$ cat config.mk
export PLATFORM = sky130hd
export DESIGN_NAME = lspf_muldiv
export DESIGN_NICKNAME = d
export VERILOG_FILES = /design/src/rtl/core/lspf_pkg.sv /design/src/rtl/core/lspf_muldiv.sv
export SDC_FILE = /design/constraint.sdc
export NUM_CORES = 2
export LEC_CHECK = 0
export BUFFER_PORTS_ARGS = -buffer_cell sky130_fd_sc_hd__buf_2
export CORE_ASPECT_RATIO = 1.1
export CORE_MARGIN = 10
export CORE_UTILIZATION = 65
export CTS_CLUSTER_DIAMETER = 150
export DETAILED_ROUTE_END_ITERATION = 12
export PLACE_DENSITY = 0.83
export SLEW_MARGIN = 20
export SYNTH_ARGS = -nofsm -noshare
export SYNTH_HDL_FRONTEND = slang
export SYNTH_SLANG_ARGS = --single-unit
$ cat constraint.sdc
create_clock -name clk -period 22.6 [get_ports clk]
set_clock_uncertainty 0.2 [all_clocks]
set_input_delay 5.65 -clock clk [delete_from_list [all_inputs] [get_ports clk]]
set_output_delay 5.65 -clock clk [all_outputs]
set_load 0.02 [all_outputs]
$ cat src/rtl/core/lspf_pkg.sv
package lspf_pkg;

  localparam int unsigned DEF_MAX_DEGREE = 2;
  localparam int unsigned DEF_MAX_POINTS = 32;
  localparam int unsigned DEF_COORD_BITS = 10;
  localparam logic [63:0] INT64_MAX_C = 64'h7FFF_FFFF_FFFF_FFFF;
  localparam logic [63:0] INT64_MIN_C = 64'h8000_0000_0000_0000;
  localparam logic [63:0] ONE_Q16 = 64'h0000_0000_0001_0000;

  typedef struct packed {
    logic        start;
    logic [63:0] a;
    logic [63:0] b;
    logic [63:0] c;
  } md_req_t;

  typedef struct packed {
    logic        busy;
    logic        done;
    logic [63:0] q;
  } md_rsp_t;

  function automatic logic [63:0] sat_sub64(input logic [63:0] a, input logic [63:0] b);
    logic [63:0] d;
    begin
      d = a - b;
      if (a[63] != b[63] && d[63] != a[63]) begin
        sat_sub64 = a[63] ? INT64_MIN_C : INT64_MAX_C;
      end else begin
        sat_sub64 = d;
      end
    end
  endfunction

  function automatic logic [63:0] mag64(input logic [63:0] v);
    mag64 = v[63] ? (64'd0 - v) : v;
  endfunction

  function automatic logic [63:0] to_q16(input logic [63:0] s);
    to_q16 = (s > (INT64_MAX_C >> 16)) ? INT64_MAX_C : {s[47:0], 16'd0};
  endfunction

endpackage

$ cat src/rtl/core/lspf_muldiv.sv
module lspf_muldiv
  import lspf_pkg::*;
(
  input  logic    clk,
  input  logic    rst_n,
  input  md_req_t req,
  output md_rsp_t rsp
);

  typedef enum logic [1:0] {S_IDLE, S_MUL, S_DIV, S_FIN} md_state_t;

  md_state_t    state_r;
  logic [63:0]  ma_r, mb_r, mc_r;
  logic         neg_r, zero_r;
  logic [127:0] prod_r;
  logic [1:0]   mcnt_r;
  logic [6:0]   bcnt_r;
  logic [64:0]  rem_r;
  logic [127:0] quo_r;
  logic [63:0]  q_r;
  logic         done_r;

  logic [31:0]  pa, pb;
  logic [63:0]  pp;
  logic [64:0]  rsh;
  logic [63:0]  limit;

  always_comb begin
    pa = mcnt_r[1] ? ma_r[63:32] : ma_r[31:0];
    pb = mcnt_r[0] ? mb_r[63:32] : mb_r[31:0];
    pp = pa * pb;
    rsh = {rem_r[63:0], prod_r[127]};
    limit = neg_r ? INT64_MIN_C : INT64_MAX_C;
  end

  always_ff @(posedge clk) begin
    done_r <= rst_n && (state_r == S_FIN);
    if (!rst_n) begin
      state_r <= S_IDLE;
    end else begin
      case (state_r)
        S_IDLE: begin
          if (req.start) begin
            ma_r <= mag64(req.a);
            mb_r <= mag64(req.b);
            mc_r <= mag64(req.c);
            neg_r <= req.a[63] ^ req.b[63] ^ req.c[63];
            zero_r <= (req.a == 64'd0) || (req.b == 64'd0) || (req.c == 64'd0);
            prod_r <= '0;
            mcnt_r <= '0;
            state_r <= S_MUL;
          end
        end
        S_MUL: begin
          prod_r <= prod_r + ({64'd0, pp} << ({5'd0, mcnt_r[1]} * 7'd32
                    + {5'd0, mcnt_r[0]} * 7'd32));
          mcnt_r <= mcnt_r + 2'd1;
          if (mcnt_r == 2'd3) begin
            state_r <= S_DIV;
            bcnt_r <= '0;
            rem_r <= '0;
            quo_r <= '0;
          end
        end
        S_DIV: begin
          if (bcnt_r == 7'd0 && quo_r == 128'd0 && rem_r[64] == 1'b0 && mcnt_r == 2'd0) begin
            prod_r <= prod_r + {65'd0, mc_r[63:1]};
            mcnt_r <= 2'd1;
          end else begin
            prod_r <= {prod_r[126:0], 1'b0};
            if (rsh >= {1'b0, mc_r}) begin
              rem_r <= rsh - {1'b0, mc_r};
              quo_r <= {quo_r[126:0], 1'b1};
            end else begin
              rem_r <= rsh;
              quo_r <= {quo_r[126:0], 1'b0};
            end
            bcnt_r <= bcnt_r + 7'd1;
            if (bcnt_r == 7'd127) begin
              state_r <= S_FIN;
            end
          end
        end
        S_FIN: begin
          if (zero_r) begin
            q_r <= '0;
          end else if (quo_r[127:64] != 64'd0 || quo_r[63:0] > limit) begin
            q_r <= limit;
          end else begin
            q_r <= neg_r ? (64'd0 - quo_r[63:0]) : quo_r[63:0];
          end
          state_r <= S_IDLE;
        end
        default: state_r <= S_IDLE;
      endcase
    end
  end

  assign rsp.busy = (state_r != S_IDLE);
  assign rsp.done = done_r;
  assign rsp.q = q_r;

`ifndef SYNTHESIS
  a_start_idle: assert property (@(posedge clk) disable iff (!rst_n)
    req.start |-> state_r == S_IDLE) else $error("muldiv start while busy");
  a_done_fin: assert property (@(posedge clk) disable iff (!rst_n)
    $past(state_r == S_FIN) |-> done_r) else $error("muldiv done missing");
  a_done_pulse: assert property (@(posedge clk) disable iff (!rst_n)
    done_r |=> !done_r) else $error("muldiv done not a pulse");
`endif

endmodule

==> results.sh <==
export IMPL_synth_largest_type_area_fraction=0.220
export IMPL_grt_ovfl_total=0
export IMPL_synth_main_ff_cell="sky130_fd_sc_hd__edfxtp_1"
export IMPL_syn_mean_instance_area_um2=8.82
export IMPL_synthesis_instances=9262
export IMPL_finalHoldViolCount=0
export IMPL_clock_tree_root_cell="sky130_fd_sc_hd__clkbuf_16"
export IMPL_placer_congestion=1.09
export IMPL_max_cap_violations=0
export IMPL_start_kind="flop"
export IMPL_detail_route_antenna_nets=0
export IMPL_drt_drc_violations_left=0
export IMPL_yosys_top_cells_area="sky130_fd_sc_hd__fa_1 22%, sky130_fd_sc_hd__edfxtp_1 22%, sky130_fd_sc_hd__ha_1 9.1%"
export IMPL_synth_cell_type_count=92
export IMPL_fp_dieH_um=392
export IMPL_cts_sinks=591
export IMPL_reg2regPathDepth=38
export IMPL_critical_path_max_fanout=41
export IMPL_detail_route_wirelength_um=307000
export IMPL_total_track_usage=0.432
export IMPL_post_route_cells_drive_above_1_share=0.0757
export IMPL_tritoncts="done"
export IMPL_grt_antenna_before_repair=32
export IMPL_wire_per_inst_um=27.9
export IMPL_worstPathArrival_ps=15640
export IMPL_h_tree_depth=3
export IMPL_dpl_hpwl_um=239000
export IMPL_crit_top_cell="sky130_fd_sc_hd__fa_1"
export IMPL_grt_max_degree=116
export IMPL_nNetsFinal=10935
export IMPL_worst_endpoint_required_ps=22850
export IMPL_timing_final_setup_violations=0
export IMPL_route_vias_total=73948
export IMPL_netlist_top_cells_count="1042 x sky130_fd_sc_hd__inv_1, 1028 x sky130_fd_sc_hd__nor2_1, 941 x sky130_fd_sc_hd__nand2_1"
export IMPL_timing_worst_slew_pin_value_ps=1350
export IMPL_synth_edff_count=588
export IMPL_crit_slowest_cell="sky130_fd_sc_hd__a2111oi_0"
export IMPL_maxSlewHeadroom=0.0906
export IMPL_critPathKind="flop to flop"
export IMPL_grt_first_pass_wirelength_um=458000
export IMPL_synth_warnings=0
export IMPL_period_needed_ps=15390
export IMPL_grt_setup_unrepaired="false"
export IMPL_cts_hold_buffers_added=0
export IMPL_clockBufferDepth=3
export IMPL_synthesis_nets=10950
export IMPL_synth_top_cell_by_area="sky130_fd_sc_hd__fa_1"
export IMPL_num_cts_buffers=71
export IMPL_worst_setup_ep_type="flop"
export IMPL_worstSkewPairLatency_ps=740
export IMPL_first_global_vias=74349
export IMPL_post_cts_repair_setup_buffers=0
export IMPL_drt_vias_per_instance=6.73
export IMPL_ys_seq_area_frac=0.217
export IMPL_drt_first_pass_iters=10
export IMPL_dieWidth_um=358
export IMPL_dr_first_iter_drc_count=9720
export IMPL_synth_area_mm2=0.0817
export IMPL_initial_core_util=0.654
export IMPL_num_rows=136
export IMPL_final_max_slew_viol_count=0
export IMPL_hold_depth=1
export IMPL_clk_pin_slew_worst_paths_ps=80
export IMPL_die_area_mm2=0.140
export IMPL_outcome="finished, final reports clean"
export IMPL_critPathMaxStageDelay_ps=990
export IMPL_synth_async_sr_flop_share=0
export IMPL_synthMostInstantiatedCell="sky130_fd_sc_hd__inv_1"
export IMPL_yosys_register_bits=591
export IMPL_max_freq_ghz=0.0650
export IMPL_placeableCoreArea_mm2=0.125
export IMPL_hold_path_class="flop to flop"
export IMPL_floorplan_io_pins=261
export IMPL_syn_to_final_growth_pct=6.81
export IMPL_tns_ps=0
export IMPL_post_cts_resized=0
export IMPL_timing_final_crit_share=0.681
export IMPL_place_port_buffers=260
-- worst paths after layout --
kind	to	startpoint	slack [ps]
hold / removal	quo_r[70]	quo_r[69]	300
hold reg to reg	quo_r[70]	quo_r[69]	300
setup reg to reg	prod_r[112]	mcnt_r[0]	7210
setup / recovery	prod_r[112]	mcnt_r[0]	7210
-- flip-flops by register name, summed over array words and instances (netlist names), 2 cells and up --
register and count:
mcnt_r 2, rem_r 65, prod_r 128, state_r 2, quo_r 128, ma_r 64
q_r 64, mb_r 64, mc_r 64, bcnt_r 7
-- stage by stage --
step / utilization / instances / worst slack (ps) / hold WS (ps) / cell area, um2
global placement: 0.677 / 10830 / 7800 / 335 / 84600
CTS: 0.698 / 10960 / 7670 / 301 / 87200
floorplan: - / 9262 / 2210 / 314 / 81700
detailed placement: 0.677 / 10830 / 7770 / 346 / 84600
global route: 0.699 / 10982 / 6640 / 320 / 87200
finish: 0.699 / 10988 / 7210 / 297 / 87300
-- cells by family after synthesis --
family / Yosys count / share of synthesized area
compound gates: 1911 / 0.150
fa+ha+maj: 1493 / 0.311
xor+xnor: 532 / 0.0572
flops: 591 / 0.217
buf+inv: 1523 / 0.0701
simple gates: 3017 / 0.170
mux: 195 / 0.0249
-- cell type report --
type                       count  area (um2)
inverter                    1044        3920
sequential                   591       17700
multi-input combinational   7148       58600
fill                        9638       37600
clock inverter                49         805
antenna                       28        70.1
timing repair buffer         391        2280
clock buffer                  81        1810
tap                         1656        2070
-- cells in the final DEF (no fill, tap or decap), types with 67 or more instances in the layout --
master,synthesis,layout
sky130_fd_sc_hd__a21o_1,191,191
sky130_fd_sc_hd__a21oi_1,539,539
sky130_fd_sc_hd__a22oi_1,75,75
sky130_fd_sc_hd__and2_1,201,199
sky130_fd_sc_hd__buf_2,2,260
sky130_fd_sc_hd__buf_4,1,131
sky130_fd_sc_hd__clkbuf_16,0,71
sky130_fd_sc_hd__edfxtp_1,588,588
sky130_fd_sc_hd__fa_1,899,899
sky130_fd_sc_hd__ha_1,594,592
sky130_fd_sc_hd__inv_1,1042,1042
sky130_fd_sc_hd__mux2_2,67,67
sky130_fd_sc_hd__mux2i_1,128,90
sky130_fd_sc_hd__nand2_1,941,939
sky130_fd_sc_hd__nand3_1,134,134
sky130_fd_sc_hd__nand4_1,154,154
sky130_fd_sc_hd__nor2_1,1028,1025
sky130_fd_sc_hd__nor2b_1,72,72
sky130_fd_sc_hd__nor3_1,122,120
sky130_fd_sc_hd__o21ai_0,416,415
sky130_fd_sc_hd__o21bai_1,77,77
sky130_fd_sc_hd__o22ai_1,69,68
sky130_fd_sc_hd__o31ai_1,91,91
sky130_fd_sc_hd__or3_1,68,68
sky130_fd_sc_hd__xnor2_1,385,385
sky130_fd_sc_hd__xor2_1,146,145
-- worst max-delay path, delay by kind of cell (launching register included) --
kind	cells	cell delay (ps)
mux	2	970
flops	1	320
xor+xnor	1	160
simple gates	7	2250
compound gates	11	4480
fa+ha+maj	10	5030
buf+inv	7	1650
-- layer usage --
metal  track usage  part of all wire  routed length [um]
met2         0.653              0.44              134000
met3         0.123              0.12               37400
met1         0.517              0.34              106000
met4         0.339             0.099               30300
met5             0           0.00019                  59
Power is not shown: default switching activity piles up to over one toggle a cycle in this logic, so the estimate is an artifact.
